===== config.mk =====
export PLATFORM = sky130hd
export DESIGN_NAME = zscore_normalizer_core_flat
export DESIGN_NICKNAME = d
export VERILOG_FILES = /design/src/rtl/zsn_pkg.sv /design/src/rtl/zsn_if.sv /design/src/rtl/zscore_normalizer_core.sv /design/src/rtl/zsn_datapath.sv /design/src/rtl/zsn_ctrl.sv /design/src/flat_wrapper.sv
export SDC_FILE = /design/constraint.sdc
export NUM_CORES = 2
export LEC_CHECK = 0
export BUFFER_PORTS_ARGS = -buffer_cell sky130_fd_sc_hd__buf_2
export CAP_MARGIN = 20
export CORE_UTILIZATION = 35
export CTS_CLUSTER_SIZE = 16
export DETAILED_ROUTE_END_ITERATION = 8
export PLACE_DENSITY = 0.51
export SYNTH_ARGS = -nofsm -noshare
export SYNTH_HDL_FRONTEND = slang
export SYNTH_HIERARCHICAL = 1
export SYNTH_SLANG_ARGS = --single-unit

===== constraint.sdc =====
create_clock -name clk -period 11.8 [get_ports clk]
set_input_delay 3.54 -clock clk [delete_from_list [all_inputs] [get_ports clk]]
set_output_delay 3.54 -clock clk [all_outputs]
set_load 0.005 [all_outputs]

===== src/rtl/zsn_pkg.sv =====
// shared constants, types and controller states of the z-score normaliser
`timescale 1ns / 1ps
package zsn_pkg;

    localparam int DEF_MAX_SAMPLES = 64;
    localparam int DEF_SAMPLE_BITS = 16;

    // z-score is signed q6.10
    localparam int ZW          = 16;
    localparam int KW          = 16;
    localparam int FRAC_SHIFT  = 20;

    localparam logic [KW-1:0] Z_POS_LIMIT = 16'd32767;
    localparam logic [KW-1:0] Z_NEG_LIMIT = 16'd32768;

    typedef enum logic [3:0] {
        ST_LOAD,
        ST_READ,
        ST_DIFF,
        ST_SQ,
        ST_SQSUM,
        ST_ACC,
        ST_RHS,
        ST_TRIAL,
        ST_DECIDE,
        ST_OUT
    } zsn_state_t;

    typedef struct packed {
        logic store;
        logic w_clr;
        logic idx_clr;
        logic idx_inc;
        logic rd;
        logic diff;
        logic sq;
        logic sqsum;
        logic acc;
        logic rhs;
        logic trial;
        logic decide;
        logic run_clr;
    } zsn_cmd_t;

    typedef struct packed {
        logic last_idx;
        logic skip;
        logic bit_zero;
    } zsn_status_t;

endpackage


===== src/rtl/zsn_if.sv =====
// sample and result channel interfaces
`timescale 1ns / 1ps
interface zsn_in_if #(
    parameter int SAMPLE_BITS = 16
);
    logic                          valid;
    logic                          ready;
    logic signed [SAMPLE_BITS-1:0] sample;
    logic                          final_sample;

    modport source (output valid, sample, final_sample, input ready);
    modport sink   (input valid, sample, final_sample, output ready);
endinterface

interface zsn_out_if;
    logic               valid;
    logic               ready;
    logic signed [15:0] zscore;
    logic               flat_column;
    logic               saturated;
    logic               final_result;

    modport source (output valid, zscore, flat_column, saturated, final_result, input ready);
    modport sink   (input valid, zscore, flat_column, saturated, final_result, output ready);
endinterface


===== src/rtl/zscore_normalizer_core.sv =====
// Z-score normaliser: takes one column of signed samples, one beat per cycle, the last beat
// marked by final_sample, and then returns one beat per stored sample, in arrival order,
// holding (x - mean) / std in signed Q6.10 (population deviation, truncated toward zero,
// saturated), or zero with flat_column set when the deviation is zero. Samples beyond
// MAX_SAMPLES are dropped. After the last sample, a statistics pass reads, differences,
// squares and accumulates each stored sample; then each result is found by fetch and
// squaring and a 16-bit shift-and-add search for the quotient of the root, and its
// beat waits for ready; a flat column or a sample equal to the mean skips the search.
// No new sample is taken until the last result leaves.
`timescale 1ns / 1ps
module zscore_normalizer_core #(
    parameter int MAX_SAMPLES = zsn_pkg::DEF_MAX_SAMPLES,
    parameter int SAMPLE_BITS = zsn_pkg::DEF_SAMPLE_BITS
) (
    input logic      clk,
    input logic      rst_n,
    zsn_in_if.sink   samples,
    zsn_out_if.source results
);
    import zsn_pkg::*;

    zsn_cmd_t    cmd;
    zsn_status_t status;

    zsn_ctrl u_ctrl (
        .clk          (clk),
        .rst_n        (rst_n),
        .in_valid     (samples.valid),
        .final_sample (samples.final_sample),
        .in_ready     (samples.ready),
        .out_valid    (results.valid),
        .out_ready    (results.ready),
        .cmd          (cmd),
        .status       (status)
    );

    zsn_datapath #(
        .MAX_SAMPLES (MAX_SAMPLES),
        .SAMPLE_BITS (SAMPLE_BITS)
    ) u_datapath (
        .clk         (clk),
        .rst_n       (rst_n),
        .cmd         (cmd),
        .status      (status),
        .sample      (samples.sample),
        .zscore      (results.zscore),
        .flat_column (results.flat_column),
        .saturated   (results.saturated)
    );

    assign results.final_result = status.last_idx;

endmodule


===== src/rtl/zsn_datapath.sv =====
// sample store, statistics and bit-serial z-score search
`timescale 1ns / 1ps
module zsn_datapath #(
    parameter int MAX_SAMPLES = zsn_pkg::DEF_MAX_SAMPLES,
    parameter int SAMPLE_BITS = zsn_pkg::DEF_SAMPLE_BITS
) (
    input  logic                          clk,
    input  logic                          rst_n,
    input  zsn_pkg::zsn_cmd_t             cmd,
    output zsn_pkg::zsn_status_t          status,
    input  logic signed [SAMPLE_BITS-1:0] sample,
    output logic signed [zsn_pkg::ZW-1:0] zscore,
    output logic                          flat_column,
    output logic                          saturated
);
    import zsn_pkg::*;

    localparam int CW   = $clog2(MAX_SAMPLES + 1);
    localparam int AW   = $clog2(MAX_SAMPLES);
    localparam int SW   = SAMPLE_BITS + CW;
    localparam int DW   = SW + 1;
    localparam int MW   = SW;
    localparam int H    = (MW + 1) / 2;
    localparam int L    = MW - H;
    localparam int SQW  = 2 * MW;
    localparam int WW   = SQW + CW;
    localparam int RW   = SQW + CW + FRAC_SHIFT;
    localparam int KWW  = WW + KW;
    localparam int TW   = WW + 2 * KW;
    localparam int BW   = $clog2(KW);

    logic signed [SAMPLE_BITS-1:0] mem [MAX_SAMPLES];

    logic [CW-1:0]                 count_reg;
    logic signed [SW-1:0]          sum_reg;
    logic [AW-1:0]                 idx_reg;
    logic signed [SAMPLE_BITS-1:0] rd_reg;
    logic signed [DW-1:0]          d_reg;
    logic [2*L-1:0]                pp_hh_reg;
    logic [H+L-1:0]                pp_hl_reg;
    logic [2*H-1:0]                pp_ll_reg;
    logic [SQW-1:0]                m2_reg;
    logic [WW-1:0]                 w_reg;
    logic [RW-1:0]                 r_reg;
    logic [TW-1:0]                 p_reg;
    logic [TW-1:0]                 trial_reg;
    logic [KWW-1:0]                wk_reg;
    logic [KW-1:0]                 k_reg;
    logic [BW-1:0]                 bit_reg;

    logic [DW-1:0] mag_full;
    logic [MW-1:0] mag;
    logic          neg;
    logic [KW-1:0] cand;
    logic [KW-1:0] limit;
    logic [KW-1:0] cap1;
    logic [KW-1:0] k_clip;
    logic          flat;

    assign neg      = d_reg[DW-1];
    assign mag_full = neg ? (DW'(0) - d_reg) : d_reg;
    assign mag      = mag_full[MW-1:0];
    assign cand     = k_reg | (KW'(1) << bit_reg);
    assign limit    = neg ? Z_NEG_LIMIT : Z_POS_LIMIT;
    assign cap1     = limit + KW'(1);
    assign flat     = (w_reg == '0);

    // sample store
    always_ff @(posedge clk)
    begin
        if (cmd.store && (count_reg < CW'(MAX_SAMPLES)))
        begin
            mem[count_reg[AW-1:0]] <= sample;
        end
        if (cmd.rd)
        begin
            rd_reg <= mem[idx_reg];
        end
    end

    always_ff @(posedge clk or negedge rst_n)
    begin
        if (!rst_n)
        begin
            count_reg <= '0;
            sum_reg   <= '0;
            idx_reg   <= '0;
        end
        else
        begin
            if (cmd.run_clr)
            begin
                count_reg <= '0;
                sum_reg   <= '0;
            end
            else if (cmd.store && (count_reg < CW'(MAX_SAMPLES)))
            begin
                count_reg <= count_reg + CW'(1);
                sum_reg   <= sum_reg + SW'(sample);
            end
            if (cmd.idx_clr)
            begin
                idx_reg <= '0;
            end
            else if (cmd.idx_inc)
            begin
                idx_reg <= idx_reg + AW'(1);
            end
        end
    end

    always_ff @(posedge clk)
    begin
        if (cmd.diff)
        begin
            d_reg <= $signed({1'b0, count_reg}) * DW'(rd_reg) - DW'(sum_reg);
        end
        // square split in halves to keep each product narrow
        if (cmd.sq)
        begin
            pp_hh_reg <= (2*L)'(mag[MW-1:H]) * (2*L)'(mag[MW-1:H]);
            pp_hl_reg <= (H+L)'(mag[MW-1:H]) * (H+L)'(mag[H-1:0]);
            pp_ll_reg <= (2*H)'(mag[H-1:0]) * (2*H)'(mag[H-1:0]);
        end
        if (cmd.sqsum)
        begin
            m2_reg <= (SQW'(pp_hh_reg) << (2*H)) + (SQW'(pp_hl_reg) << (H+1))
                    + SQW'(pp_ll_reg);
        end
        if (cmd.w_clr)
        begin
            w_reg <= '0;
        end
        else if (cmd.acc)
        begin
            w_reg <= w_reg + WW'(m2_reg);
        end
        if (cmd.rhs)
        begin
            r_reg   <= (RW'(m2_reg) * RW'(count_reg)) << FRAC_SHIFT;
            p_reg   <= '0;
            wk_reg  <= '0;
            k_reg   <= '0;
            bit_reg <= BW'(KW - 1);
        end
        // (k + 2^b)^2 w = k^2 w + 2^(b+1) k w + 2^(2b) w
        if (cmd.trial)
        begin
            trial_reg <= p_reg + (TW'(wk_reg) << ({1'b0, bit_reg} + (BW+1)'(1)))
                       + (TW'(w_reg) << {bit_reg, 1'b0});
        end
        if (cmd.decide)
        begin
            if ((cand <= cap1) && (trial_reg <= TW'(r_reg)))
            begin
                p_reg  <= trial_reg;
                wk_reg <= wk_reg + (KWW'(w_reg) << bit_reg);
                k_reg  <= cand;
            end
            bit_reg <= bit_reg - BW'(1);
        end
    end

    assign saturated   = (k_reg > limit);
    assign k_clip      = saturated ? limit : k_reg;
    assign zscore      = neg ? $signed(ZW'(0) - ZW'(k_clip)) : $signed(ZW'(k_clip));
    assign flat_column = flat;

    assign status.last_idx = ((CW'(idx_reg) + CW'(1)) == count_reg);
    assign status.skip     = flat || (d_reg == '0);
    assign status.bit_zero = (bit_reg == '0);

endmodule


===== src/rtl/zsn_ctrl.sv =====
// sequencer for loading, statistics pass and per-sample search
`timescale 1ns / 1ps
module zsn_ctrl (
    input  logic                 clk,
    input  logic                 rst_n,
    input  logic                 in_valid,
    input  logic                 final_sample,
    output logic                 in_ready,
    output logic                 out_valid,
    input  logic                 out_ready,
    output zsn_pkg::zsn_cmd_t    cmd,
    input  zsn_pkg::zsn_status_t status
);
    import zsn_pkg::*;

    zsn_state_t state_reg, state_next;
    logic       pass2_reg, pass2_next;

    always_ff @(posedge clk or negedge rst_n)
    begin
        if (!rst_n)
        begin
            state_reg <= ST_LOAD;
            pass2_reg <= 1'b0;
        end
        else
        begin
            state_reg <= state_next;
            pass2_reg <= pass2_next;
        end
    end

    always_comb
    begin
        state_next = state_reg;
        pass2_next = pass2_reg;
        cmd        = '0;
        in_ready   = 1'b0;
        out_valid  = 1'b0;
        case (state_reg)
            ST_LOAD:
            begin
                in_ready = 1'b1;
                if (in_valid)
                begin
                    cmd.store = 1'b1;
                    if (final_sample)
                    begin
                        cmd.w_clr   = 1'b1;
                        cmd.idx_clr = 1'b1;
                        pass2_next  = 1'b0;
                        state_next  = ST_READ;
                    end
                end
            end
            ST_READ:
            begin
                cmd.rd     = 1'b1;
                state_next = ST_DIFF;
            end
            ST_DIFF:
            begin
                cmd.diff   = 1'b1;
                state_next = ST_SQ;
            end
            ST_SQ:
            begin
                cmd.sq     = 1'b1;
                state_next = ST_SQSUM;
            end
            ST_SQSUM:
            begin
                cmd.sqsum  = 1'b1;
                state_next = pass2_reg ? ST_RHS : ST_ACC;
            end
            ST_ACC:
            begin
                cmd.acc    = 1'b1;
                state_next = ST_READ;
                if (status.last_idx)
                begin
                    cmd.idx_clr = 1'b1;
                    pass2_next  = 1'b1;
                end
                else
                begin
                    cmd.idx_inc = 1'b1;
                end
            end
            ST_RHS:
            begin
                cmd.rhs    = 1'b1;
                state_next = status.skip ? ST_OUT : ST_TRIAL;
            end
            ST_TRIAL:
            begin
                cmd.trial  = 1'b1;
                state_next = ST_DECIDE;
            end
            ST_DECIDE:
            begin
                cmd.decide = 1'b1;
                state_next = status.bit_zero ? ST_OUT : ST_TRIAL;
            end
            ST_OUT:
            begin
                out_valid = 1'b1;
                if (out_ready)
                begin
                    if (status.last_idx)
                    begin
                        cmd.run_clr = 1'b1;
                        state_next  = ST_LOAD;
                    end
                    else
                    begin
                        cmd.idx_inc = 1'b1;
                        state_next  = ST_READ;
                    end
                end
            end
            default:
            begin
                state_next = ST_LOAD;
            end
        endcase
    end

endmodule


===== src/flat_wrapper.sv =====
// flat-port wrapper written by rule: the top's interface ports become plain ports
module zscore_normalizer_core_flat import zsn_pkg::*;
#(
    parameter int MAX_SAMPLES = zsn_pkg::DEF_MAX_SAMPLES,
    parameter int SAMPLE_BITS = zsn_pkg::DEF_SAMPLE_BITS
)
  (clk, rst_n, samples_valid, samples_sample, samples_final_sample, samples_ready, results_valid, results_zscore, results_flat_column, results_saturated, results_final_result, results_ready);
  zsn_in_if #(.SAMPLE_BITS(SAMPLE_BITS)) samples_i ();
  zsn_out_if results_i ();
  input logic clk;
  input logic rst_n;
  input wire logic [$bits(samples_i.valid)-1:0] samples_valid;
  input wire logic [$bits(samples_i.sample)-1:0] samples_sample;
  input wire logic [$bits(samples_i.final_sample)-1:0] samples_final_sample;
  output wire logic [$bits(samples_i.ready)-1:0] samples_ready;
  output wire logic [$bits(results_i.valid)-1:0] results_valid;
  output wire logic [$bits(results_i.zscore)-1:0] results_zscore;
  output wire logic [$bits(results_i.flat_column)-1:0] results_flat_column;
  output wire logic [$bits(results_i.saturated)-1:0] results_saturated;
  output wire logic [$bits(results_i.final_result)-1:0] results_final_result;
  input wire logic [$bits(results_i.ready)-1:0] results_ready;
  assign samples_i.valid = samples_valid;
  assign samples_i.sample = samples_sample;
  assign samples_i.final_sample = samples_final_sample;
  assign samples_ready = samples_i.ready;
  assign results_valid = results_i.valid;
  assign results_zscore = results_i.zscore;
  assign results_flat_column = results_i.flat_column;
  assign results_saturated = results_i.saturated;
  assign results_final_result = results_i.final_result;
  assign results_i.ready = results_ready;
  zscore_normalizer_core #(.MAX_SAMPLES(MAX_SAMPLES), .SAMPLE_BITS(SAMPLE_BITS)) u_core (.clk(clk), .rst_n(rst_n), .samples(samples_i), .results(results_i));
endmodule

== Word-level counts from Yosys, hierarchy flattened ==
Memories as Yosys holds them, arrays and structs flattened. A register that Yosys moved wholly into a read port is not among the register bits.
Cells that the tools add are included.
Operators by class
  equal/unequal tests: 14
  $mul: 5
  shift operators: 4
  $lt $le $gt $ge: 4
  bitwise gates (word level): 1
  muxes and demuxes: 55
  reductions and logical operators: 13
  $add $sub $neg: 16
Operator list (count)
  $mux W85: 3
  $mux W69: 3
  $add A85 B85 Y85: 2
  $mux W16: 6
  $le A85 B73 Y1: 1
  $shl A53 B5 Y85: 1
  $shl A69 B5 Y85: 1
  $add A69 B69 Y69: 1
  $mux W23: 3
  $shl A53 B4 Y69: 1
  $add A53 B46 Y53: 1
  $logic_not A53 Y1: 1
  $mul A46 B7 Y53: 1
  $add A46 B24 Y46: 1
  $add A46 B36 Y46: 1
  $pmux W4 S10: 1
  $mux W4: 7
  $logic_not A24 Y1: 1
  $mul A12 B12 Y24: 1
  $mul A8 B16 Y24: 1
  $sub A24 B23 Y24: 1
  $add A23 B16 Y23: 1
  $mul A11 B12 Y23: 1
  $sub A1 B23 Y23 const A: 1
  other kinds (31): 70
Storage, ports and cells
  memories kept: 1
  register bits: 545
  bits of input ports: 21
  word-level logic and storage cells: 130
  output and inout bits: 21
  memory bits (writable): 1024
Memories
  u_core.u_datapath.mem: depth 64, width 16, read ports 1, clocked after Yosys merged registers in 1, wr ports 1, RTL line zsn_datapath.sv:32  | logic signed [SAMPLE_BITS-1:0] mem [MAX_SAMPLES];

== Longest topological paths before layout ==
  word-level depth: 7
  mapped depth: 35
  mapped depth without buffers: 33

== Hierarchy ==
The synthesis kept the hierarchy.
By module, submodules not included
  zsn_datapath: area each 107564.4 sq um, times used 1, seq. area each 44943.1 sq um, cells each 9462
  zsn_ctrl: area each 465.4 sq um, times used 1, seq. area each 125.1 sq um, cells each 59

== Least setup slack after synthesis ==
Ideal clock, no wire load.
  path type: reg2reg
  start: register u_core.u_datapath.d_reg[0]
  end: register u_core.u_datapath.pp_hl_reg[22] (data pin)
  path slack: 3.820 ns
  setup time: 0.262 ns
  arrival: 7.718 ns
  required time: 11.538 ns
  period minus slack after synthesis: 7.980 ns
  buffers on the path: 3
  cell stages (with the launch flop): 34
  path through: edfxtp_1 -> clkbuf_1 -> clkinv_1 -> clkbuf_1 -> ha_1 -> inv_1 -> or4_1 -> nand2b_1 -> or2_2 -> o21ai_0 -> xor2_1 -> inv_2 -> clkbuf_1 -> nand2_1 -> fa_1 -> fa_1 -> inv_1 -> ha_1 -> inv_1 -> fa_1 -> fa_1 -> inv_1 -> ha_1 -> a21oi_1 -> o21ai_0 -> a21oi_1 -> o21ai_0 -> a21oi_1 -> o21ai_0 -> a31oi_1 -> o21ai_0 -> a2111oi_0 -> nor3_1 -> xnor2_1
Between the ends
  word-level cells in the longest chain between the ends: 3
Ends and longest elaborated chain
  start: declaration: RTL line zsn_datapath.sv:38  | logic signed [DW-1:0] d_reg;
  start signal: assignment: RTL line zsn_datapath.sv:116  | d_reg <= $signed({1'b0, count_reg}) * DW'(rd_reg) - DW'(sum_reg);
  $sub A1 B23 Y23: RTL line zsn_datapath.sv:61  | assign mag_full = neg ? (DW'(0) - d_reg) : d_reg;
  $mux W23 (*): RTL line zsn_datapath.sv:61
  $mul A11 B12 Y23 (*): RTL line zsn_datapath.sv:122  | pp_hl_reg <= (H+L)'(mag[MW-1:H]) * (H+L)'(mag[H-1:0]);
  end signal: assignment: RTL line zsn_datapath.sv:122
  end: declaration: RTL line zsn_datapath.sv:40  | logic [H+L-1:0] pp_hl_reg;
Every way passes the cells marked *; elsewhere a longest branch is shown, timed or not.
A chain may end at the register's enable or synchronous reset.

== Final worst setup path ==
  start: register u_core.u_datapath.d_reg[23]
  end: output port results_zscore[10]
Between the ends
  word-level cells in the longest chain between the ends: 5
Ends and longest elaborated chain
  $mux W16: RTL line zsn_datapath.sv:64  | assign limit = neg ? Z_NEG_LIMIT : Z_POS_LIMIT;
  $gt A16 B16 Y1: RTL line zsn_datapath.sv:164  | assign saturated = (k_reg > limit);
  $mux W16: RTL line zsn_datapath.sv:165  | assign k_clip = saturated ? limit : k_reg;
  $sub A1 B16 Y16: RTL line zsn_datapath.sv:166  | assign zscore = neg ? $signed(ZW'(0) - ZW'(k_clip)) : $signed(ZW'(k_clip));
  $mux W16 (*): RTL line zsn_datapath.sv:166
  end: declaration: RTL line flat_wrapper.sv:17  | output wire logic [$bits(results_i.zscore)-1:0] results_zscore;
Marks and branches as above.

==> metrics <==
status=completed; Post-CTS Setup Bufs=0; largest net degree at the start of global routing=117; crit path cell chain=clkinv_1 > buf_4 > ha_1 > nand4_1 > or2_2 > o32ai_1 > buf_4 > nor2_1 > a21o_1 > inv_1 > ha_1 > nand2_1 > o311ai_0 > o21ai_0 > o21ai_0 > buf_2; initial antenna violation count=17; Critical Path End=results_zscore[10]; r2r worst-path depth=26; worst min path class=register to register; ys flop type=edfxtp_1; post-synth top area cell=edfxtp_1; nets@finish=10730; H-tree Lvls=4; crit path launch=u_core/u_datapath/d_reg[23]; share of post-route cells with drive strength above 1=10.68%; vias in the first global route=74690; most common cell after layout, fill and taps aside=edfxtp_1; PortBufs=41; clk root buf=clkbuf_16; Detailed Route WL=318.1 mm; Critical R2R Launch=u_core/u_datapath/bit_reg[1]; die area=310900 um^2; Slowest cell on crit path=clkinv_1; yosys warns=6; Final HPWL DP=232.2 mm; RSZ-0062 raised after global routing=false; max reg flops=1024; drt wl/cell=23.19 um; crit path DAT=5.18 ns; GR Util All Layers=20.36%; die width=557.6 um; Via Count=73910; GPL Wtd Cong=0.9817; Area growth syn-to-layout=10.13%; Chip Height=557.6 um; final period utilization=73.93%; first-pass GRT wire length=479.0 mm; Finished Cell Area=119000 um^2; MaxCap Viol Count=0; number of distinct library cells after synthesis=106; Initial Util=35.27%; buffers plus inverters on the worst setup path=5; worst-path fanout max=20; Reg2Reg Setup Slack=3.25 ns; syn_area_per_cell=11.35 um^2; DRT Pass-1 Iters=8; endpoints failing setup=0; Post-Synthesis Cells=9521; Longest Clk Path Bufs=4; Post-synth EDFFs=1318; grt total ovfl=0; skew final=0.1033 ns; RR Endpoint=u_core/u_datapath/trial_reg[81]; Area contributors post-synth=edfxtp_1 37%, fa_1 12%, mux4_2 8.4%; CTS tree=yes; Worst-path clk slew=0.05 ns; Syn Std Cell Area=108000 um^2; startpoint types=register; CTS Hold Bufs=0; Area after DPL=113100 um^2; Resized Gates After CTS=0; Final Hold Viols=0; clk sinks=1582; register bit total from synthesis=1582; worst-skew pair later-pin latency=0.91 ns; Seq/Total Area, Yosys=41.72%; Crit Path Class=register to primary output; Critical Path Sink Type=primary output; crit path time final=8.724 ns; Async S/R FF share, synth=2.592%; post-synth top area share=36.64%; CORE AREA=306300 um^2; I/O Pins=42; total CTS buffers=184; Max Fclk=114.6 MHz; DR iter-0 viols=6427; Worst slew margin=20.98%; Max stage delay on crit path=0.56 ns; delay-heaviest family, CP=buffers and inverters; Routed Antenna Nets=0; Worst EP required=8.26 ns; Slew @ Worst Pin=1.185 ns; FP Rows=203; TNS Setup=0 ns; max-slew violation count=0; most frequent cells in the layout=1318 x edfxtp_1, 976 x nand2_1, 951 x inv_1; DRC=0; CP Depth=16; DR vias/cell=5.389
==> worst min-delay path by stage <==
stage	startpoint	end	slack [ns]	depth (start not counted)
2_1_floorplan	u_core/u_datapath/pp_ll_reg[0]	u_core/u_datapath/m2_reg[0]	0.40	0
3_3_place_gp	u_core/u_datapath/pp_ll_reg[3]	u_core/u_datapath/m2_reg[3]	0.40	0
3_5_place_dp	u_core/u_datapath/pp_ll_reg[3]	u_core/u_datapath/m2_reg[3]	0.40	0
4_1_cts	u_core/u_datapath/pp_ll_reg[3]	u_core/u_datapath/m2_reg[3]	0.42	0
5_1_grt	u_core/u_datapath/pp_ll_reg[6]	u_core/u_datapath/m2_reg[6]	0.43	0
6_report	u_core/u_datapath/pp_ll_reg[3]	u_core/u_datapath/m2_reg[3]	0.42	0
==> worst register-to-register path: stages, from the launching register on <==
cell and delay [ns]:
edfxtp_1 0.32, buf_4 0.50, inv_1 0.11, buf_4 0.20, ha_4 0.65, buf_4 0.60
clkinv_1 0.68, o31a_1 0.48, mux2i_1 0.33, nor2_1 0.07, a21oi_1 0.22, nor2_1 0.10
fa_1 0.46, ha_1 0.39, and3_4 0.24, and2_1 0.18, a221oi_2 0.45, or4b_1 0.25
a211oi_2 0.12, o21ai_1 0.28, nand2_2 0.14, a31oi_1 0.46, o21a_1 0.31, o21a_1 0.22
o21bai_1 0.13, a221oi_1 0.33, xnor2_1 0.10
==> logic make-up after synthesis <==
family / synth area share, %
flops: 41.72
other cells: 0.006952
fa+ha+maj: 18.91
xor+xnor: 3.356
mux: 10.75
buf+inv: 4.990
simple gates: 10.38
compound gates: 9.890
==> synthesized netlist by cell type (61+ instances only) <==
master and number:
xnor2_1 286, dfxtp_1 223, o21bai_1 61, edfxtp_1 1318
o21ai_0 473, nand2b_1 83, o31ai_1 62, and2_1 179
buf_1 92, nor2_1 710, nor3_1 72, xor2_1 128
inv_1 953, a21o_1 230, nand2_1 976, a21oi_1 483
ha_1 612, fa_1 638, clkbuf_1 363, mux2i_1 230
a211oi_1 63, mux4_2 405, nand3_1 149, nand4_1 80
==> metrics by stage <==
stage / setup slack (ns) / cells / hold slack (ns) / util (%)
2_1_floorplan: 3.820 / 9522 / 0.4003 / -
3_3_place_gp: 3.426 / 13370 / 0.4029 / 36.92
3_5_place_dp: 3.329 / 13370 / 0.4045 / 36.92
4_1_cts: 3.007 / 13710 / 0.4175 / 38.82
5_1_grt: 2.701 / 13710 / 0.4253 / 38.84
6_report: 3.076 / 13720 / 0.4174 / 38.84
==> per-layer routing <==
metal | part of all wire (%) | up-vias | GRT usage [%]
met5 | 0.024 | - | 0
met4 | 2.8 | 12 | 5.763
met3 | 5.5 | 436 | 2.527
met2 | 46 | 2155 | 32.48
met1 | 46 | 37710 | 29.02
li1 | - | 33600 | -
==> area by class of cell <==
class	count	area, um^2
timing repair buffer	219	1585
sequential	1582	45090
tap	4100	5130
clock buffer	229	4877
multi-input combinational	6512	57710
fill	29600	187300
inverter	962	3612
antenna	8	20.02
clock inverter	103	938.4
Power is not shown: default switching activity piles up to over one toggle a cycle in this logic, so the estimate is an artifact.
